### config.mk
export PLATFORM = sky130hd
export DESIGN_NAME = sync_pair_xor_deframer_unit
export DESIGN_NICKNAME = d
export VERILOG_FILES = /design/src/spxd_pkg.sv /design/src/spxd_cfg_regs.sv /design/src/spxd_frame_core.sv /design/src/sync_pair_xor_deframer_unit.sv
export SDC_FILE = /design/constraint.sdc
export NUM_CORES = 1
export LEC_CHECK = 0
export BUFFER_PORTS_ARGS = -buffer_cell sky130_fd_sc_hd__buf_2
export CORE_MARGIN = 2
export CORE_UTILIZATION = 45
export CTS_CLUSTER_DIAMETER = 50
export DETAILED_ROUTE_END_ITERATION = 16
export PLACE_DENSITY_LB_ADDON = 0.05
export SYNTH_ARGS = -nofsm -noshare
export SYNTH_HDL_FRONTEND = slang
export SYNTH_SLANG_ARGS = --single-unit
### constraint.sdc
create_clock -name clk -period 5.8 [get_ports clk]
set_clock_uncertainty 0.1 [all_clocks]
set_input_delay 0.29 -clock clk [delete_from_list [all_inputs] [get_ports clk]]
set_output_delay 0.29 -clock clk [all_outputs]
set_load 0.02 [all_outputs]
### src/spxd_pkg.sv
// Package for the sync pair XOR deframer: phase codes, register indexes,
// configuration struct and reset values. No dependencies.
package spxd_pkg;

  localparam int unsigned BYTE_W    = 8;
  localparam int unsigned CFG_IDX_W = 2;

  // Largest payload length honored; longer settings are clamped
  localparam logic [BYTE_W-1:0] MAX_PAYLOAD_BYTES = 8'd255;

  // Register indexes on the configuration port
  localparam logic [CFG_IDX_W-1:0] REG_FIRST_SYNC  = 2'd0;
  localparam logic [CFG_IDX_W-1:0] REG_SECOND_SYNC = 2'd1;
  localparam logic [CFG_IDX_W-1:0] REG_PAYLOAD_LEN = 2'd2;

  // Reset values of the registers
  localparam logic [BYTE_W-1:0] RST_FIRST_SYNC  = 8'd170;
  localparam logic [BYTE_W-1:0] RST_SECOND_SYNC = 8'd85;
  localparam logic [BYTE_W-1:0] RST_PAYLOAD_LEN = 8'd32;

  // Frame phase
  typedef enum logic [1:0] {
    PH_HUNT    = 2'd0,
    PH_SYNC2   = 2'd1,
    PH_PAYLOAD = 2'd2,
    PH_CHECK   = 2'd3
  } phase_t;

  // Register contents handed to the frame logic
  typedef struct packed {
    logic [BYTE_W-1:0] first_sync;
    logic [BYTE_W-1:0] second_sync;
    logic [BYTE_W-1:0] payload_len;
  } cfg_t;

endpackage

### src/spxd_cfg_regs.sv
// Configuration registers of the deframer: sync values and payload length.
// Depends on spxd_pkg.
module spxd_cfg_regs (
  input  logic                             clk,
  input  logic                             rst,
  input  logic                             cfg_valid,
  output logic                             cfg_ready,
  input  logic [spxd_pkg::CFG_IDX_W-1:0]   cfg_index,
  input  logic [spxd_pkg::BYTE_W-1:0]      cfg_data,
  output spxd_pkg::cfg_t                   cfg
);
  import spxd_pkg::*;

  // Writes are always taken
  assign cfg_ready = 1'b1;

  // Register file; unknown indexes are ignored
  always_ff @(posedge clk) begin
    if (rst) begin
      cfg.first_sync  <= RST_FIRST_SYNC;
      cfg.second_sync <= RST_SECOND_SYNC;
      cfg.payload_len <= RST_PAYLOAD_LEN;
    end else if (cfg_valid) begin
      case (cfg_index)
        REG_FIRST_SYNC:  cfg.first_sync  <= cfg_data;
        REG_SECOND_SYNC: cfg.second_sync <= cfg_data;
        REG_PAYLOAD_LEN: cfg.payload_len <= cfg_data;
        default: ;
      endcase
    end
  end

endmodule

### src/spxd_frame_core.sv
// Frame tracking datapath: input register, phase/count/XOR state and
// result register with stall handling. Depends on spxd_pkg.
module spxd_frame_core (
  input  logic                          clk,
  input  logic                          rst,
  input  spxd_pkg::cfg_t                cfg,
  input  logic                          rx_valid,
  output logic                          rx_stall,
  input  logic [spxd_pkg::BYTE_W-1:0]   rx_byte,
  output logic                          res_valid,
  input  logic                          res_stall,
  output logic [spxd_pkg::BYTE_W-1:0]   out_byte,
  output logic                          frame_end,
  output logic                          checksum_ok
);
  import spxd_pkg::*;

  // Input stage
  logic              s1_valid;
  logic [BYTE_W-1:0] s1_byte;
  logic              s1_adv;
  logic              rx_take;

  // Frame state
  phase_t            phase, phase_next;
  logic [BYTE_W-1:0] bytes_seen, bytes_seen_next;
  logic [BYTE_W-1:0] running_xor, running_xor_next;

  // Per-item results
  logic              emit;
  logic              emit_end;
  logic              emit_ok;
  logic [BYTE_W-1:0] eff_len;
  logic [BYTE_W:0]   cnt_inc;
  logic [BYTE_W-1:0] cnt_sat;
  logic              out_free;

  // Flow control: stage 1 moves when the result register is free
  assign out_free = !res_valid || !res_stall;
  assign s1_adv   = s1_valid && out_free;
  assign rx_stall = s1_valid && !out_free;
  assign rx_take  = rx_valid && !rx_stall;

  always_ff @(posedge clk) begin
    if (rst) begin
      s1_valid <= 1'b0;
    end else if (rx_take) begin
      s1_valid <= 1'b1;
    end else if (s1_adv) begin
      s1_valid <= 1'b0;
    end
  end

  always_ff @(posedge clk) begin
    if (rx_take) begin
      s1_byte <= rx_byte;
    end
  end

  // Length clamp and saturating payload count
  assign eff_len = (cfg.payload_len > MAX_PAYLOAD_BYTES) ? MAX_PAYLOAD_BYTES
                                                          : cfg.payload_len;
  assign cnt_inc = {1'b0, bytes_seen} + {{BYTE_W{1'b0}}, 1'b1};
  assign cnt_sat = cnt_inc[BYTE_W] ? {BYTE_W{1'b1}} : cnt_inc[BYTE_W-1:0];

  // Next state and result for the byte in stage 1
  always_comb begin
    phase_next       = phase;
    bytes_seen_next  = bytes_seen;
    running_xor_next = running_xor;
    emit             = 1'b0;
    emit_end         = 1'b0;
    emit_ok          = 1'b0;
    case (phase)
      PH_HUNT: begin
        if (s1_byte == cfg.first_sync) phase_next = PH_SYNC2;
      end
      PH_SYNC2: begin
        if (s1_byte == cfg.second_sync) begin
          bytes_seen_next  = '0;
          running_xor_next = '0;
          phase_next       = (eff_len == '0) ? PH_CHECK : PH_PAYLOAD;
        end else if (s1_byte != cfg.first_sync) begin
          phase_next = PH_HUNT;
        end
      end
      PH_PAYLOAD: begin
        running_xor_next = running_xor ^ s1_byte;
        bytes_seen_next  = cnt_sat;
        if (cnt_sat >= eff_len) phase_next = PH_CHECK;
        emit = 1'b1;
      end
      PH_CHECK: begin
        emit             = 1'b1;
        emit_end         = 1'b1;
        emit_ok          = (s1_byte == running_xor);
        phase_next       = PH_HUNT;
        bytes_seen_next  = '0;
        running_xor_next = '0;
      end
      default: phase_next = PH_HUNT;
    endcase
  end

  // State registers
  always_ff @(posedge clk) begin
    if (rst) begin
      phase       <= PH_HUNT;
      bytes_seen  <= '0;
      running_xor <= '0;
    end else if (s1_adv) begin
      phase       <= phase_next;
      bytes_seen  <= bytes_seen_next;
      running_xor <= running_xor_next;
    end
  end

  // Result register
  always_ff @(posedge clk) begin
    if (rst) begin
      res_valid <= 1'b0;
    end else if (out_free) begin
      res_valid <= s1_adv && emit;
    end
  end

  always_ff @(posedge clk) begin
    if (s1_adv && emit) begin
      out_byte    <= s1_byte;
      frame_end   <= emit_end;
      checksum_ok <= emit_ok;
    end
  end

endmodule

### src/sync_pair_xor_deframer_unit.sv
// Top level of the sync pair XOR deframer.
// Depends on spxd_pkg, spxd_cfg_regs and spxd_frame_core.
//
// Use:
//   rx channel (rx_valid, rx_stall, rx_byte) carries received bytes; an item
//   is taken at a clock edge with rx_valid high and rx_stall low.
//   res channel (res_valid, res_stall, out_byte, frame_end, checksum_ok)
//   carries payload bytes (frame_end 0) and the checksum item that closes a
//   frame (frame_end 1, checksum_ok set when it matches the payload XOR).
//   Sync bytes and bytes outside a frame produce no item.
//   cfg channel (cfg_valid, cfg_ready, cfg_index, cfg_data) writes the first
//   sync value (0), second sync value (1) and payload length (2); ready is
//   always high. Write only while the block is idle.
// Timing: one byte per cycle sustained while res_stall does not hold the result
//   register. res_valid rises once its byte has passed the input register: the
//   frame state, the XOR and the result register then update in one pass.
// Reset (rst, synchronous): registers return to 170/85/32, the block hunts
//   for the first sync byte, both stages empty.
// Stall: a held result register holds the input register, and rx_stall
//   rises once that register is also full; nothing is dropped.
module sync_pair_xor_deframer_unit (
  input  logic                             clk,
  input  logic                             rst,
  input  logic                             cfg_valid,
  output logic                             cfg_ready,
  input  logic [spxd_pkg::CFG_IDX_W-1:0]   cfg_index,
  input  logic [spxd_pkg::BYTE_W-1:0]      cfg_data,
  input  logic                             rx_valid,
  output logic                             rx_stall,
  input  logic [spxd_pkg::BYTE_W-1:0]      rx_byte,
  output logic                             res_valid,
  input  logic                             res_stall,
  output logic [spxd_pkg::BYTE_W-1:0]      out_byte,
  output logic                             frame_end,
  output logic                             checksum_ok
);
  import spxd_pkg::*;

  cfg_t cfg;

  // Configuration registers
  spxd_cfg_regs u_cfg (
    .clk       (clk),
    .rst       (rst),
    .cfg_valid (cfg_valid),
    .cfg_ready (cfg_ready),
    .cfg_index (cfg_index),
    .cfg_data  (cfg_data),
    .cfg       (cfg)
  );

  // Frame datapath
  spxd_frame_core u_core (
    .clk         (clk),
    .rst         (rst),
    .cfg         (cfg),
    .rx_valid    (rx_valid),
    .rx_stall    (rx_stall),
    .rx_byte     (rx_byte),
    .res_valid   (res_valid),
    .res_stall   (res_stall),
    .out_byte    (out_byte),
    .frame_end   (frame_end),
    .checksum_ok (checksum_ok)
  );

endmodule
==> impl_results.html, run 1 <==
<table>
<tr><th>Metric</th><th>Value</th></tr>
<tr><th colspan="2">Run status</th></tr>
<tr><td>Outcome</td><td>completed</td></tr>
<tr><th colspan="2">Layout</th></tr>
<tr><td>Area added between synthesis and finish</td><td>15.0%</td></tr>
<tr><td>Inserted Diodes</td><td>0</td></tr>
<tr><td>Fraction of layout instances using a drive strength above 1</td><td>19.0%</td></tr>
<tr><td>Final layout net count</td><td>369</td></tr>
<tr><td>Core utilization of the finished layout</td><td>54.1%</td></tr>
<tr><th colspan="2">Detailed routing</th></tr>
<tr><td>Count of nets left with antenna violations after detail routing</td><td>0</td></tr>
<tr><td>First-pass iteration count of the detailed router</td><td>4</td></tr>
<tr><td>Number of DRC violations after detailed-routing iteration 0</td><td>85</td></tr>
<tr><td>Routed length per instance</td><td>15.6 microns</td></tr>
<tr><td>Aggregate routed wire length</td><td>6.54 mm</td></tr>
<tr><td>Via count of the routed design</td><td>2251</td></tr>
<tr><td>Via count normalized by instance count</td><td>5.37</td></tr>
<tr><td>Final routed DRC violation total</td><td>0</td></tr>
<tr><th colspan="2">Pwr</th></tr>
<tr><td>Internal power contribution</td><td>727 uW</td></tr>
<tr><td>Fraction of power spent switching nets</td><td>24.0%</td></tr>
<tr><td>P per Cell Area</td><td>274 mW/mm^2</td></tr>
<tr><td>Comb pwr share</td><td>6.3%</td></tr>
<tr><td>Static Leak</td><td>0.00138 uW</td></tr>
<tr><td>Clock network power share</td><td>44.3%</td></tr>
<tr><td>Largest voltage drop on the vdd net</td><td>0.000169 V</td></tr>
<tr><td>Total net switching power</td><td>229 uW</td></tr>
<tr><td>Sequential share of power</td><td>49.4%</td></tr>
<tr><th colspan="2">STA</th></tr>
<tr><td>Final setup violating endpoints</td><td>0</td></tr>
<tr><td>Fin. max-slew vios</td><td>0</td></tr>
<tr><td>Final worst path period share</td><td>50.3%</td></tr>
<tr><td>Setup_tns</td><td>0 ps</td></tr>
<tr><td>Crit path time final</td><td>2910 ps</td></tr>
<tr><td>Hold_ws</td><td>21.4 ps</td></tr>
<tr><td>Actual slew at the worst max-slew pin</td><td>1030 ps</td></tr>
<tr><td>Slew margin rel.</td><td>31.0%</td></tr>
<tr><td>RSZ-0062 raised after global routing</td><td>no</td></tr>
<tr><td>Final Worst Setup Slack</td><td>2890 ps</td></tr>
<tr><td>Max Freq</td><td>343 MHz</td></tr>
<tr><td>Number of failing hold endpoints at the final stage</td><td>0</td></tr>
<tr><th colspan="2">GRT</th></tr>
<tr><td>Number of antenna violations at the first check in global routing</td><td>0</td></tr>
<tr><td>All-layer global routing usage</td><td>19.3%</td></tr>
<tr><td>Largest net degree at the start of global routing</td><td>34</td></tr>
<tr><td>Wire length of the first global-routing pass</td><td>10.8 mm</td></tr>
<tr><td>Global-route congestion overflow total</td><td>0</td></tr>
<tr><td>Number of global-route vias before repair</td><td>2190</td></tr>
<tr><th colspan="2">Clock tree</th></tr>
<tr><td>TritonCTS buffer count</td><td>9</td></tr>
<tr><td>Clock Pin Slew Worst Setup and Hold Paths</td><td>80 ps</td></tr>
<tr><td>Root Driver</td><td>sky130_fd_sc_hd__clkbuf_8</td></tr>
<tr><td>Hold-fix buffer count after cts</td><td>3</td></tr>
<tr><td>H-tree depth</td><td>3</td></tr>
<tr><td>Cts repair resizes</td><td>0</td></tr>
<tr><td>Post-CTS Setup Bufs</td><td>0</td></tr>
<tr><td>Sinks on Clock Net</td><td>62</td></tr>
<tr><td>Largest buffer count on any clock path</td><td>2</td></tr>
<tr><td>Clock latency on the worst-skew pair</td><td>350 ps</td></tr>
<tr><td>TritonCTS clock tree</td><td>done</td></tr>
<tr><th colspan="2">Place</th></tr>
<tr><td>HPWL reported at the end of detailed placement</td><td>4.54 mm</td></tr>
<tr><td>Number of buffer cells added on primary ports</td><td>34</td></tr>
<tr><td>Placer Congestion</td><td>0.782</td></tr>
<tr><td>Worst-case setup slack after placement</td><td>2910 ps</td></tr>
<tr><th colspan="2">Die</th></tr>
<tr><td>Number of I/O pins</td><td>36</td></tr>
<tr><td>Die Y</td><td>86.2 microns</td></tr>
<tr><td>Number of rows created at floorplan</td><td>29</td></tr>
<tr><td>Die Outline Area</td><td>0.00743 sq mm</td></tr>
<tr><td>Floorplan core area</td><td>0.00646 sq mm</td></tr>
<tr><td>Initial standard-cell utilization of the core</td><td>47.1%</td></tr>
<tr><td>Die extent in x</td><td>86.2 microns</td></tr>
<tr><th colspan="2">Synth</th></tr>
<tr><td>Post-Syn Instances</td><td>303</td></tr>
<tr><td>Net count after synthesis</td><td>335</td></tr>
<tr><td>Post-synthesis sequential element count</td><td>62</td></tr>
<tr><td>Post-synth top flop</td><td>sky130_fd_sc_hd__dfxtp_1</td></tr>
<tr><td>Syn Area/Cell</td><td>10.0 sq um</td></tr>
<tr><td>Asr flop ratio synth</td><td>0%</td></tr>
<tr><td>Sequential element share of the synthesized area</td><td>46.7%</td></tr>
<tr><td>Number of distinct library cells after synthesis</td><td>52</td></tr>
<tr><td>Ys Warns</td><td>0</td></tr>
<tr><td>Number of synthesized flops with an enable pin</td><td>18</td></tr>
<tr><td>Area of the mapped netlist</td><td>0.00304 sq mm</td></tr>
<tr><th colspan="2">Critical path</th></tr>
<tr><td>Critical Path Source Type</td><td>flop</td></tr>
<tr><td>Reg2Reg Setup Slack</td><td>2890 ps</td></tr>
<tr><td>Cell depth of the worst flop-to-flop path</td><td>10</td></tr>
<tr><td>Slowest stage delay, CP</td><td>420 ps</td></tr>
<tr><td>CP Class</td><td>flop to flop</td></tr>
<tr><td>Timing endpoint of the critical path</td><td>u_core.phase[0]</td></tr>
<tr><td>Required arrival time at the worst endpoint</td><td>5930 ps</td></tr>
<tr><td>Worst reg2reg path startpoint</td><td>u_core.bytes_seen[0]</td></tr>
<tr><td>CP startpoint</td><td>u_core.bytes_seen[0]</td></tr>
<tr><td>Arrival time at the worst endpoint</td><td>3040 ps</td></tr>
<tr><td>Cell breakdown of the critical path</td><td>ha_1 -&gt; and3_1 -&gt; and3_4 -&gt; and3_1 -&gt; or3_1 -&gt; ha_1 -&gt; a2111oi_0 -&gt; o21ai_0 -&gt; o211ai_1 -&gt; o211ai_1</td></tr>
<tr><td>R2r endpoint</td><td>u_core.phase[0]</td></tr>
<tr><td>CP max-delay cell</td><td>sky130_fd_sc_hd__or3_1</td></tr>
<tr><td>Largest fanout on the critical path</td><td>7</td></tr>
<tr><td>Critical Path Sink Type</td><td>flop</td></tr>
<tr><th colspan="2">Run</th></tr>
<tr><td>Number of max-cap violations</td><td>0</td></tr>
<tr><th colspan="2">Hold path</th></tr>
<tr><td>Worst Hold Class</td><td>primary input to flop</td></tr>
</table>
-- power groups by stage --
stage                     clock (uW)  sequential, uW  combinational (uW)
after floorplan                    0             476                43.3
after global placement             0             483                58.4
after detailed placement           0             483                59.2
after CTS                        435             473                60.9
after global routing             457             474                67.0
final                            423             473                60.3
-- layer usage --
layer	track usage, %	part of all wire (%)
met2	31.8	48
met4	5.97	0.81
met5	0	0
met1	24.3	46
met3	6.38	5.0
-- cells by family after synthesis --
group                      count (synthesis)  share of synthesized area [%]
and+or+nand+nor                           98                           17.3
xor gates and xnor gates                  27                           7.78
AOI/OAI and AO/OA                         54                           12.3
adders and majority gates                  9                           3.70
muxes                                     24                           7.94
DFF                                       62                           46.7
buffers and inverters                     28                           4.11
other                                      1                          0.123
-- worst min-delay path by stage --
| stage | endpoint | slack [ps] | depth (start not counted) | start |
|---|---|---|---|---|
| 4_1_cts | u_core.s1_byte[5] | 3 | 1 | rx_byte[5] |
| 3_3_place_gp | u_core.s1_byte[0] | 370 | 1 | rx_byte[0] |
| 6_report | u_core.s1_byte[3] | 20 | 1 | rx_byte[3] |
| 3_5_place_dp | u_core.s1_byte[1] | 370 | 1 | rx_byte[1] |
| 5_1_grt | u_core.s1_byte[3] | 0.5 | 1 | rx_byte[3] |
| 2_1_floorplan | u_core.s1_byte[0] | 290 | 0 | rx_byte[0] |
-- stage by stage --
stage | power [uW] | area [sq um] | instances
5_1_grt | 998 | 3500 | 419
2_1_floorplan | 519 | 3040 | 303
3_3_place_gp | 541 | 3230 | 399
4_1_cts | 969 | 3490 | 418
3_5_place_dp | 542 | 3230 | 399
6_report | 956 | 3500 | 419
-- state kept, by name, summed over array words and instances, names as in the netlist, named ones only --
signal / count
u_core.running_xor: 8
u_core.s1_byte: 8
u_core.frame_end: 1
u_core.checksum_ok: 1
u_cfg.cfg: 24
u_core.out_byte: 8
u_core.res_valid: 1
u_core.bytes_seen: 8
u_core.phase: 1
u_core.s1_valid: 1
-- synthesized netlist by cell type, types with 3 or more instances --
cell type	count	area share [%]
sky130_fd_sc_hd__nor3_1	14	2.3
sky130_fd_sc_hd__o21ai_0	12	2.0
sky130_fd_sc_hd__nand3_1	8	1.3
sky130_fd_sc_hd__xor2_1	11	3.2
sky130_fd_sc_hd__inv_1	12	1.5
sky130_fd_sc_hd__a21oi_1	17	2.8
sky130_fd_sc_hd__and3_1	6	1.2
sky130_fd_sc_hd__dfxtp_1	44	29
sky130_fd_sc_hd__nand3b_1	3	0.74
sky130_fd_sc_hd__buf_2	3	0.49
sky130_fd_sc_hd__clkbuf_1	8	0.99
sky130_fd_sc_hd__edfxtp_1	18	18
sky130_fd_sc_hd__nor4_1	3	0.62
sky130_fd_sc_hd__nand4_1	3	0.62
sky130_fd_sc_hd__nor2_1	23	2.8
sky130_fd_sc_hd__mux2i_1	23	7.6
sky130_fd_sc_hd__ha_1	9	3.7
sky130_fd_sc_hd__nand2_1	24	3.0
sky130_fd_sc_hd__xnor2_1	16	4.6
sky130_fd_sc_hd__o31ai_1	3	0.74
sky130_fd_sc_hd__o21ai_1	3	0.49
-- layout by cell type, fill, tap and decap left out, types with 3 or more instances in the layout --
cell	n
sky130_fd_sc_hd__a21oi_1	17
sky130_fd_sc_hd__clkbuf_8	9
sky130_fd_sc_hd__o31ai_1	3
sky130_fd_sc_hd__o21ai_0	12
sky130_fd_sc_hd__xnor2_1	16
sky130_fd_sc_hd__nand3b_1	3
sky130_fd_sc_hd__nand2_1	24
sky130_fd_sc_hd__mux2i_1	23
sky130_fd_sc_hd__dfxtp_1	44
sky130_fd_sc_hd__nor4_1	3
sky130_fd_sc_hd__buf_2	34
sky130_fd_sc_hd__nand4_1	3
sky130_fd_sc_hd__nor3_1	14
sky130_fd_sc_hd__xor2_1	11
sky130_fd_sc_hd__edfxtp_1	18
sky130_fd_sc_hd__nand3_1	8
sky130_fd_sc_hd__and3_1	6
sky130_fd_sc_hd__ha_1	9
sky130_fd_sc_hd__o21ai_1	3
sky130_fd_sc_hd__inv_1	12
sky130_fd_sc_hd__dlygate4sd3_1	4
sky130_fd_sc_hd__nor2_1	23
-- worst max-delay path: cells and delay by family, from the launching register on --
family / cells / cell delay [ps]
AO/OA/AOI/OAI: 4 / 730
adder cells (fa/ha/maj): 2 / 470
flip-flops: 1 / 350
AND/OR/NAND/NOR: 4 / 1140
-- area by class of cell --
| class | count | area (sq um) |
|---|---|---|
| clock buffer | 9 | 124 |
| multi-input combinational | 213 | 1490 |
| sequential | 62 | 1420 |
| timing repair buffer | 39 | 218 |
| tap | 77 | 96.3 |
| clock inverter | 7 | 97.6 |
| inverter | 12 | 45.0 |
| fill | 603 | 2960 |
Power figures use the tool's default switching activity.
==> run 2: changes to the inputs <==
--- a/config.mk
+++ b/config.mk
@@ -5,6 +5,7 @@
 export SDC_FILE = /design/constraint.sdc
 export NUM_CORES = 1
 export LEC_CHECK = 0
+export ABC_AREA = 1
 export BUFFER_PORTS_ARGS = -buffer_cell sky130_fd_sc_hd__buf_2
 export CORE_MARGIN = 2
 export CORE_UTILIZATION = 45
==> constraint.sdc (replaced) <==
create_clock -name clk -period 2.7 [get_ports clk]
set_clock_uncertainty 0.1 [all_clocks]
set_input_delay 0.135 -clock clk [delete_from_list [all_inputs] [get_ports clk]]
set_output_delay 0.135 -clock clk [all_outputs]
set_load 0.02 [all_outputs]
==> run 2 against run 1 <==
Synthesized cell count up 22%. Sequential share of layout area shrank 1.6 points. Wire length increased by 1.3%. Die area increased by 0.39%. Highest routed layer unchanged. Worst setup slack lost 2600 ps.
==> impl_results.html, run 2 <==
<table>
<tr><th>Metric</th><th>Value</th></tr>
<tr><th colspan="2">Layout</th></tr>
<tr><td>Finished Cell Area</td><td>0.00364 sq mm (+4.2%)</td></tr>
<tr><td>Fraction of layout instances using a drive strength above 1</td><td>20.9% (+1.9 points)</td></tr>
<tr><td>Final layout net count</td><td>458 (+24%)</td></tr>
<tr><td>Core utilization of the finished layout</td><td>54.5% (+0.39 points)</td></tr>
<tr><td>Register name with the most flops</td><td>u_cfg.cfg</td></tr>
<tr><td>Top library cells by usage in the layout, fill and taps aside</td><td>sky130_fd_sc_hd__nand2_1 (87), sky130_fd_sc_hd__inv_1 (44), sky130_fd_sc_hd__dfxtp_1 (43), sky130_fd_sc_hd__buf_2 (34), sky130_fd_sc_hd__nor2_1 (27)</td></tr>
<tr><td>Area added between synthesis and finish</td><td>19.3%</td></tr>
<tr><td>Max reg flops</td><td>24 (unchanged)</td></tr>
<tr><td>Inserted Diodes</td><td>0 (unchanged)</td></tr>
<tr><td>Most frequent standard cell in the layout excluding fill and tap cells</td><td>sky130_fd_sc_hd__nand2_1</td></tr>
<tr><td>Number of standard cells in the final layout excluding fillers</td><td>510 (+22%)</td></tr>
<tr><th colspan="2">STA</th></tr>
<tr><td>Max Freq</td><td>412 MHz (+20%)</td></tr>
<tr><td>Slew margin rel.</td><td>53.6% (+23 points)</td></tr>
<tr><td>Final worst path period share</td><td>89.9% (+40 points)</td></tr>
<tr><td>Actual slew at the worst max-slew pin</td><td>695 ps (-335 ps)</td></tr>
<tr><td>Fin. max-slew vios</td><td>0 (unchanged)</td></tr>
<tr><td>Setup_tns</td><td>0 ps (unchanged)</td></tr>
<tr><td>RSZ-0062 raised after global routing</td><td>no</td></tr>
<tr><td>Crit path time final</td><td>2430 ps (-488 ps)</td></tr>
<tr><td>Number of failing hold endpoints at the final stage</td><td>0 (unchanged)</td></tr>
<tr><td>Final setup violating endpoints</td><td>0 (unchanged)</td></tr>
<tr><th colspan="2">GRT</th></tr>
<tr><td>Global-route congestion overflow total</td><td>0 (unchanged)</td></tr>
<tr><td>Number of antenna violations at the first check in global routing</td><td>0 (unchanged)</td></tr>
<tr><td>Number of global-route vias before repair</td><td>2399 (+9.5%)</td></tr>
<tr><td>All-layer global routing usage</td><td>19.7% (+0.38 points)</td></tr>
<tr><td>Largest net degree at the start of global routing</td><td>23 (-32%)</td></tr>
<tr><td>Wire length of the first global-routing pass</td><td>11.2 mm (+4.3%)</td></tr>
<tr><th colspan="2">Synth</th></tr>
<tr><td>Area share of xor/xnor cells in the synthesized design</td><td>6.27% (-1.5 points)</td></tr>
<tr><td>Sequential element share of the synthesized area</td><td>46.6% (-0.19 points)</td></tr>
<tr><td>Arithmetic-cell share of the synthesized area counting full adders, half adders and majority gates</td><td>3.69% (-0.015 points)</td></tr>
<tr><td>Simple-gate share of the synthesized area</td><td>23.9% (+6.6 points)</td></tr>
<tr><td>Net count after synthesis</td><td>403 (+20%)</td></tr>
<tr><td>Post-synthesis sequential element count</td><td>62 (unchanged)</td></tr>
<tr><td>Post-synth top flop</td><td>sky130_fd_sc_hd__dfxtp_1</td></tr>
<tr><td>Area of the mapped netlist</td><td>0.00305 sq mm (+0.41%)</td></tr>
<tr><td>Post-Syn Instances</td><td>371 (+22%)</td></tr>
<tr><td>Asr flop ratio synth</td><td>0% (unchanged)</td></tr>
<tr><td>Number of distinct library cells after synthesis</td><td>33 (-37%)</td></tr>
<tr><td>Number of synthesized flops with an enable pin</td><td>18 (unchanged)</td></tr>
<tr><td>Proportion of synthesized area in mux cells</td><td>0% (-7.9 points)</td></tr>
<tr><td>Largest family of logic cells by synthesized area</td><td>simple AND/OR/NAND/NOR gates</td></tr>
<tr><td>Ys Warns</td><td>0 (unchanged)</td></tr>
<tr><td>Library cell occupying the most area in the post-synthesis netlist</td><td>sky130_fd_sc_hd__dfxtp_1</td></tr>
<tr><td>Most frequent cells after synthesis</td><td>sky130_fd_sc_hd__nand2_1 (88), sky130_fd_sc_hd__dfxtp_1 (44), sky130_fd_sc_hd__inv_1 (44), sky130_fd_sc_hd__nor2_1 (27), sky130_fd_sc_hd__a21oi_1 (24)</td></tr>
<tr><td>Most numerous cell in the Yosys netlist</td><td>sky130_fd_sc_hd__nand2_1</td></tr>
<tr><td>Syn Area/Cell</td><td>8.23 sq um (-18%)</td></tr>
<tr><td>Compound-cell area share of the yosys netlist</td><td>11.3% (-0.99 points)</td></tr>
<tr><td>Area share of the largest cell type after synthesis</td><td>28.9% (-0.12 points)</td></tr>
<tr><td>Ranking of synthesized cells by area</td><td>sky130_fd_sc_hd__dfxtp_1 (29%), sky130_fd_sc_hd__edfxtp_1 (18%), sky130_fd_sc_hd__nand2_1 (11%)</td></tr>
<tr><th colspan="2">Critical path</th></tr>
<tr><td>CP startpoint</td><td>u_core.bytes_seen[0]</td></tr>
<tr><td>Critical Path Source Type</td><td>flop</td></tr>
<tr><td>Reg2Reg Setup Slack</td><td>270 ps (-2610 ps)</td></tr>
<tr><td>Largest fanout on the critical path</td><td>4 (-3)</td></tr>
<tr><td>Slowest stage delay, CP</td><td>340 ps (-80 ps)</td></tr>
<tr><td>Cell breakdown of the critical path</td><td>ha_1 -&gt; nand2_2 -&gt; nor3_4 -&gt; nand2_1 -&gt; nor2_2 -&gt; or2_2 -&gt; ha_1 -&gt; inv_1 -&gt; o21bai_1 -&gt; nand3_1 -&gt; nand3_1 -&gt; nand2_1 -&gt; nand2_1 -&gt; nand4_1 -&gt; a21oi_2 -&gt; nor2_1</td></tr>
<tr><td>CP max-delay cell</td><td>sky130_fd_sc_hd__dfxtp_2</td></tr>
<tr><td>Worst reg2reg path startpoint</td><td>u_core.bytes_seen[0]</td></tr>
<tr><td>Most frequent cell on the critical path</td><td>sky130_fd_sc_hd__nand2_1</td></tr>
<tr><td>Arrival time at the worst endpoint</td><td>2550 ps (-490 ps)</td></tr>
<tr><td>Critical Path Sink Type</td><td>flop</td></tr>
<tr><td>Cell depth of the worst flop-to-flop path</td><td>16 (+6)</td></tr>
<tr><td>R2r endpoint</td><td>u_core.phase[0]</td></tr>
<tr><td>CP Class</td><td>flop to flop</td></tr>
<tr><td>Required arrival time at the worst endpoint</td><td>2830 ps (-3100 ps)</td></tr>
<tr><th colspan="2">Place</th></tr>
<tr><td>Dpl cell area</td><td>0.00328 sq mm (+1.4%)</td></tr>
<tr><td>Placer Congestion</td><td>0.845 (+8.1%)</td></tr>
<tr><td>Number of buffer cells added on primary ports</td><td>34 (unchanged)</td></tr>
<tr><td>Post-placement cell count</td><td>478 (+20%)</td></tr>
<tr><td>HPWL reported at the end of detailed placement</td><td>4.72 mm (+3.9%)</td></tr>
<tr><th colspan="2">Detailed routing</th></tr>
<tr><td>Count of nets left with antenna violations after detail routing</td><td>0 (unchanged)</td></tr>
<tr><td>First-pass iteration count of the detailed router</td><td>4 (unchanged)</td></tr>
<tr><td>Routed length per instance</td><td>13.0 microns (-17%)</td></tr>
<tr><td>Number of DRC violations after detailed-routing iteration 0</td><td>144 (+69%)</td></tr>
<tr><td>Final routed DRC violation total</td><td>0 (unchanged)</td></tr>
<tr><td>Aggregate routed wire length</td><td>6.63 mm (+1.3%)</td></tr>
<tr><td>Via count of the routed design</td><td>2484 (+10%)</td></tr>
<tr><td>Via count normalized by instance count</td><td>4.87 (-9.3%)</td></tr>
<tr><th colspan="2">Pwr</th></tr>
<tr><td>Sequential share of power</td><td>52.4% (+3.0 points)</td></tr>
<tr><td>Comb pwr share</td><td>8.0% (+1.7 points)</td></tr>
<tr><td>Internal power contribution</td><td>1470 uW (+100%)</td></tr>
<tr><td>Clock network power share</td><td>39.6% (-4.7 points)</td></tr>
<tr><td>Static Leak</td><td>0.00157 uW (+13%)</td></tr>
<tr><td>Final Power</td><td>1920 uW (+100%)</td></tr>
<tr><td>Fraction of power spent switching nets</td><td>23.7% (-0.26 points)</td></tr>
<tr><td>P per Cell Area</td><td>528 mW/mm^2 (+93%)</td></tr>
<tr><td>Largest voltage drop on the vdd net</td><td>0.000239 V (+41%)</td></tr>
<tr><td>Total net switching power</td><td>456 uW (+99%)</td></tr>
<tr><th colspan="2">Die</th></tr>
<tr><td>Initial standard-cell utilization of the core</td><td>45.7% (-1.4 points)</td></tr>
<tr><td>Die Y</td><td>86.4 microns (+0.20%)</td></tr>
<tr><td>Floorplan core area</td><td>0.00668 sq mm (+3.4%)</td></tr>
<tr><td>Number of I/O pins</td><td>36 (unchanged)</td></tr>
<tr><td>Die Outline Area</td><td>0.00746 sq mm (+0.39%)</td></tr>
<tr><td>Die extent in x</td><td>86.4 microns (+0.20%)</td></tr>
<tr><td>Number of rows created at floorplan</td><td>30 (+3.4%)</td></tr>
<tr><th colspan="2">Clock tree</th></tr>
<tr><td>Sinks on Clock Net</td><td>62 (unchanged)</td></tr>
<tr><td>TritonCTS clock tree</td><td>done</td></tr>
<tr><td>Root Driver</td><td>sky130_fd_sc_hd__clkbuf_8</td></tr>
<tr><td>TritonCTS buffer count</td><td>9 (unchanged)</td></tr>
<tr><td>Clock latency on the worst-skew pair</td><td>340 ps (about the same)</td></tr>
<tr><td>Clock Pin Slew Worst Setup and Hold Paths</td><td>60 ps (-20 ps)</td></tr>
<tr><td>Largest buffer count on any clock path</td><td>2 (unchanged)</td></tr>
<tr><td>H-tree depth</td><td>3 (unchanged)</td></tr>
<tr><th colspan="2">Hold path</th></tr>
<tr><td>Endpoint with the worst hold slack</td><td>u_cfg.cfg[5]</td></tr>
<tr><td>Hold path startpoint</td><td>cfg_index[0]</td></tr>
<tr><td>Worst Hold Path Cells</td><td>3 (+2)</td></tr>
<tr><td>Worst Hold Class</td><td>primary input to flop</td></tr>
<tr><th colspan="2">Run status</th></tr>
<tr><td>Outcome</td><td>completed</td></tr>
<tr><th colspan="2">Run</th></tr>
<tr><td>Number of max-cap violations</td><td>0 (unchanged)</td></tr>
</table>
## run 2: per-layer routing
layer  GRT usage (%)  part of all wire (%)
met5               0                     0
met4            7.95                   1.4
met3            4.10                   4.0
met2            32.2                    46
met1            25.6                    49
## run 2: worst max-delay path by stage
| stage | slack (ps) | to | cells after the start |
|---|---|---|---|
| finish | 270 | u_core.phase[0] | 16 |
| global route | 30 | u_core.phase[0] | 16 |
| CTS | 260 | u_core.phase[0] | 16 |
| detailed placement | 290 | u_core.phase[0] | 16 |
| global placement | 370 | u_core.phase[0] | 16 |
| floorplan | 480 | u_core.phase[0] | 16 |
## run 2: cell families (layout without fill, tap and decap cells)
family,Yosys count,count (layout)
other,1,1
adder cells (fa/ha/maj),9,9
AO/OA/AOI/OAI,57,57
flip-flops,62,62
AND/OR/NAND/NOR,164,164
buffers and inverters,57,116
XOR/XNOR,21,21
## run 2: area by class of cell
type	instances	area [sq um]
fill	658	3040
sequential	62	1420
multi-input combinational	252	1400
timing repair buffer	55	370
inverter	46	175
clock buffer	10	128
tap	80	100
clock inverter	5	51.3
## run 2: what timing repair did
item,in CTS,in global routing
endpoints found under the setup margin,0,2
hold buffers,17,0
hold endpoints to repair,25,0
gates resized for setup,0,4
buffers inserted,0,0
## run 2: per-stage QoR
step	setup WS, ps	hold WS [ps]
2_1_floorplan	475	104
3_3_place_gp	366	211
3_5_place_dp	289	213
4_1_cts	256	46.2
5_1_grt	34.1	80.7
6_report	273	54.0
## run 2: power groups by stage
stage	logic (uW)	registers, uW	clock network [uW]
detailed placement	134	1030	0
global placement	132	1030	0
finish	153	1010	763
CTS	154	1010	780
floorplan	96.7	1020	0
global route	174	1010	818
## run 2: worst max-delay path: cells and delay by family, from the launching register on
kind / cells / cell delay [ps]
and+or+nand+nor: 11 / 1070
adders and majority gates: 2 / 510
DFF: 1 / 340
AOI/OAI and AO/OA: 2 / 260
buffers and inverters: 1 / 40
==> run 3: changes to the inputs <==
--- a/config.mk
+++ b/config.mk
@@ -5,7 +5,6 @@
 export SDC_FILE = /design/constraint.sdc
 export NUM_CORES = 1
 export LEC_CHECK = 0
-export ABC_AREA = 1
 export BUFFER_PORTS_ARGS = -buffer_cell sky130_fd_sc_hd__buf_2
 export CORE_MARGIN = 2
 export CORE_UTILIZATION = 45
==> run 3 against run 2 <==
Power up 2.3%. Critical path depth is 5 lower. Worst setup slack lost 180 ps. Final area is 1.2% higher. Global-route usage about the same. Sequential share of layout area is 0.48 points lower. Non-clock buffer count increased by 6. Hold slack gained 150 ps.
==> impl_results.html, run 3 (synthesized netlist as in run 1, its figures left out) <==
<table>
<tr><th>Metric</th><th>Value</th></tr>
<tr><th colspan="2">Run status</th></tr>
<tr><td>Outcome</td><td>completed</td></tr>
<tr><th colspan="2">Clock tree</th></tr>
<tr><td>Root Driver</td><td>sky130_fd_sc_hd__clkbuf_8</td></tr>
<tr><td>Largest buffer count on any clock path</td><td>2 (unchanged)</td></tr>
<tr><td>TritonCTS buffer count</td><td>9 (unchanged)</td></tr>
<tr><td>H-tree depth</td><td>3 (unchanged)</td></tr>
<tr><td>Clock Pin Slew Worst Setup and Hold Paths</td><td>70 ps (about the same)</td></tr>
<tr><td>TritonCTS clock tree</td><td>done</td></tr>
<tr><td>Sinks on Clock Net</td><td>62 (unchanged)</td></tr>
<tr><td>Post-CTS Setup Bufs</td><td>0 (unchanged)</td></tr>
<tr><td>Clock latency on the worst-skew pair</td><td>340 ps (about the same)</td></tr>
<tr><th colspan="2">Layout</th></tr>
<tr><td>Most frequent standard cell in the layout excluding fill and tap cells</td><td>sky130_fd_sc_hd__dfxtp_1</td></tr>
<tr><td>Fraction of layout instances using a drive strength above 1</td><td>21.4% (+0.50 points)</td></tr>
<tr><td>Area added between synthesis and finish</td><td>21.3%</td></tr>
<tr><td>Register name with the most flops</td><td>u_cfg.cfg</td></tr>
<tr><td>Final layout net count</td><td>391 (-15%)</td></tr>
<tr><td>Finished Cell Area</td><td>0.00369 sq mm (+1.2%)</td></tr>
<tr><td>Inserted Diodes</td><td>0 (unchanged)</td></tr>
<tr><td>Core utilization of the finished layout</td><td>57.1% (+2.6 points)</td></tr>
<tr><td>Max reg flops</td><td>24 (unchanged)</td></tr>
<tr><td>Number of standard cells in the final layout excluding fillers</td><td>441 (-14%)</td></tr>
<tr><td>Top library cells by usage in the layout, fill and taps aside</td><td>sky130_fd_sc_hd__dfxtp_1 (43), sky130_fd_sc_hd__buf_2 (34), sky130_fd_sc_hd__nand2_1 (24), sky130_fd_sc_hd__nor2_1 (23), sky130_fd_sc_hd__mux2i_1 (23)</td></tr>
<tr><th colspan="2">Place</th></tr>
<tr><td>Number of buffer cells added on primary ports</td><td>34 (unchanged)</td></tr>
<tr><td>Dpl cell area</td><td>0.00330 sq mm (+0.72%)</td></tr>
<tr><td>HPWL reported at the end of detailed placement</td><td>4.81 mm (+2.0%)</td></tr>
<tr><td>Placer Congestion</td><td>0.787 (-6.8%)</td></tr>
<tr><td>Post-placement cell count</td><td>407 (-15%)</td></tr>
<tr><th colspan="2">Detailed routing</th></tr>
<tr><td>Via count of the routed design</td><td>2313 (-6.9%)</td></tr>
<tr><td>Via count normalized by instance count</td><td>5.24 (+7.7%)</td></tr>
<tr><td>Count of nets left with antenna violations after detail routing</td><td>0 (unchanged)</td></tr>
<tr><td>Number of DRC violations after detailed-routing iteration 0</td><td>118 (-18%)</td></tr>
<tr><td>Routed length per instance</td><td>15.9 microns (+23%)</td></tr>
<tr><td>Final routed DRC violation total</td><td>0 (unchanged)</td></tr>
<tr><td>Aggregate routed wire length</td><td>7.03 mm (+6.1%)</td></tr>
<tr><td>First-pass iteration count of the detailed router</td><td>4 (unchanged)</td></tr>
<tr><th colspan="2">Hold path</th></tr>
<tr><td>Worst Hold Class</td><td>primary input to flop</td></tr>
<tr><td>Endpoint with the worst hold slack</td><td>u_cfg.cfg[8]</td></tr>
<tr><td>Hold path startpoint</td><td>rst</td></tr>
<tr><td>Worst Hold Path Cells</td><td>3 (unchanged)</td></tr>
<tr><th colspan="2">STA</th></tr>
<tr><td>Slew margin rel.</td><td>50.3% (-3.3 points)</td></tr>
<tr><td>Hold_ws</td><td>201 ps (+147 ps)</td></tr>
<tr><td>Final setup violating endpoints</td><td>0 (unchanged)</td></tr>
<tr><td>RSZ-0062 raised after global routing</td><td>no</td></tr>
<tr><td>Actual slew at the worst max-slew pin</td><td>745 ps (+49.3 ps)</td></tr>
<tr><td>Fin. max-slew vios</td><td>0 (unchanged)</td></tr>
<tr><td>Crit path time final</td><td>2610 ps (+179 ps)</td></tr>
<tr><td>Final worst path period share</td><td>96.5% (+6.6 points)</td></tr>
<tr><td>Setup_tns</td><td>0 ps (unchanged)</td></tr>
<tr><td>Max Freq</td><td>384 MHz (-6.9%)</td></tr>
<tr><td>Number of failing hold endpoints at the final stage</td><td>0 (unchanged)</td></tr>
<tr><th colspan="2">Pwr</th></tr>
<tr><td>Clock network power share</td><td>40.6% (+1.0 points)</td></tr>
<tr><td>Total net switching power</td><td>487 uW (+6.8%)</td></tr>
<tr><td>Static Leak</td><td>0.00146 uW (-6.7%)</td></tr>
<tr><td>P per Cell Area</td><td>533 mW/mm^2 (+1.0%)</td></tr>
<tr><td>Internal power contribution</td><td>1480 uW (+0.87%)</td></tr>
<tr><td>Comb pwr share</td><td>7.8% (-0.2 points)</td></tr>
<tr><td>Sequential share of power</td><td>51.6% (-0.8 points)</td></tr>
<tr><td>Largest voltage drop on the vdd net</td><td>0.000469 V (+96%)</td></tr>
<tr><td>Fraction of power spent switching nets</td><td>24.8% (+1.1 points)</td></tr>
<tr><th colspan="2">Critical path</th></tr>
<tr><td>CP startpoint</td><td>u_core.bytes_seen[0]</td></tr>
<tr><td>Reg2Reg Setup Slack</td><td>90 ps (-180 ps)</td></tr>
<tr><td>Critical Path Source Type</td><td>flop</td></tr>
<tr><td>Largest fanout on the critical path</td><td>5 (+1)</td></tr>
<tr><td>Critical Path Sink Type</td><td>flop</td></tr>
<tr><td>CP Class</td><td>flop to flop</td></tr>
<tr><td>Worst reg2reg path startpoint</td><td>u_core.bytes_seen[0]</td></tr>
<tr><td>Arrival time at the worst endpoint</td><td>2770 ps (+220 ps)</td></tr>
<tr><td>Slowest stage delay, CP</td><td>390 ps (+50 ps)</td></tr>
<tr><td>Required arrival time at the worst endpoint</td><td>2860 ps (+30 ps)</td></tr>
<tr><td>Cell depth of the worst flop-to-flop path</td><td>11 (-5)</td></tr>
<tr><td>CP max-delay cell</td><td>sky130_fd_sc_hd__or3_4</td></tr>
<tr><td>Cell breakdown of the critical path</td><td>ha_2 -&gt; and3_4 -&gt; and3_4 -&gt; and3_1 -&gt; or3_4 -&gt; ha_2 -&gt; o21a_1 -&gt; o2111ai_1 -&gt; o21ai_1 -&gt; o211ai_1 -&gt; o211ai_1</td></tr>
<tr><td>R2r endpoint</td><td>u_core.phase[0]</td></tr>
<tr><th colspan="2">Die</th></tr>
<tr><td>Number of rows created at floorplan</td><td>29 (-3.3%)</td></tr>
<tr><td>Die Y</td><td>86.2 microns (-0.20%)</td></tr>
<tr><td>Die Outline Area</td><td>0.00743 sq mm (-0.39%)</td></tr>
<tr><td>Floorplan core area</td><td>0.00646 sq mm (-3.3%)</td></tr>
<tr><td>Die extent in x</td><td>86.2 microns (-0.20%)</td></tr>
<tr><td>Number of I/O pins</td><td>36 (unchanged)</td></tr>
<tr><td>Initial standard-cell utilization of the core</td><td>47.1% (+1.4 points)</td></tr>
<tr><th colspan="2">GRT</th></tr>
<tr><td>Global-route congestion overflow total</td><td>0 (unchanged)</td></tr>
<tr><td>Number of global-route vias before repair</td><td>2168 (-9.6%)</td></tr>
<tr><td>Number of antenna violations at the first check in global routing</td><td>0 (unchanged)</td></tr>
<tr><td>All-layer global routing usage</td><td>19.7% (-0.021 points)</td></tr>
<tr><td>Largest net degree at the start of global routing</td><td>33 (+43%)</td></tr>
<tr><td>Wire length of the first global-routing pass</td><td>11.0 mm (-1.9%)</td></tr>
<tr><th colspan="2">Run</th></tr>
<tr><td>Number of max-cap violations</td><td>0 (unchanged)</td></tr>
</table>
run 3: changes by cell type in the layout (fill, tap and decap cells not counted), sizes merged, moves of 5 or more:
cell   before  now
nand2     100   24
inv        46   12
mux2i       0   23
a21oi      34   17
and3        0    7
nand3      15    8
nor2       30   24
nor3        9   15
buf        38   43
run 3: power by group through the flow:
stage | clock [uW] | sequential (uW) | combinational, uW
after floorplan | 0 | 1020 | 93.6
after global placement | 0 | 1040 | 133
after detailed placement | 0 | 1040 | 135
after CTS | 816 | 1010 | 155
after global routing | 861 | 1020 | 168
final | 799 | 1010 | 154
run 3: area by class of cell:
type	count	area [sq um]
fill	564	2770
multi-input combinational	213	1520
sequential	62	1420
timing repair buffer	61	418
clock buffer	10	128
tap	77	96.3
clock inverter	6	62.6
inverter	12	45.0
run 3: routing by layer:
layer / track usage (%) / wire [microns] / vias up / share of wire, %
met1: 26.0 / 3420 / 1083 / 49
li1: - / - / 1189 / -
met3: 6.00 / 195 / 5 / 2.8
met2: 31.4 / 3350 / 36 / 48
met4: 5.82 / 66 / 0 / 0.94
met5: 0 / 0 / - / 0
run 3: worst max-delay path: cells and delay by family (launching register included):
family | cells | cell delay [ps]
adders and majority gates | 2 | 500
and+or+nand+nor | 4 | 970
AOI/OAI and AO/OA | 5 | 620
DFF | 1 | 340
run 3: worst max-delay path by stage:
stage	depth (start not counted)	to	slack, ps
after floorplan	13	u_core.phase[0]	10
after global placement	11	u_core.phase[0]	100
after detailed placement	11	u_core.phase[0]	30
after CTS	11	u_core.phase[0]	10
after global routing	11	u_core.phase[0]	10
final	11	u_core.phase[0]	90
run 3: what timing repair did:
action,4_1_cts,5_1_grt
hold buffers,18,0
endpoints found under the setup margin,0,1
hold endpoints to repair,31,0
gates resized for setup,0,5
run 3: metrics by stage:
stage / worst slack [ps] / total power, uW
finish: 93.9 / 1970
global route: 12.9 / 2050
CTS: 11.2 / 1990
detailed placement: 28.3 / 1170
global placement: 102 / 1170
floorplan: 12.3 / 1120
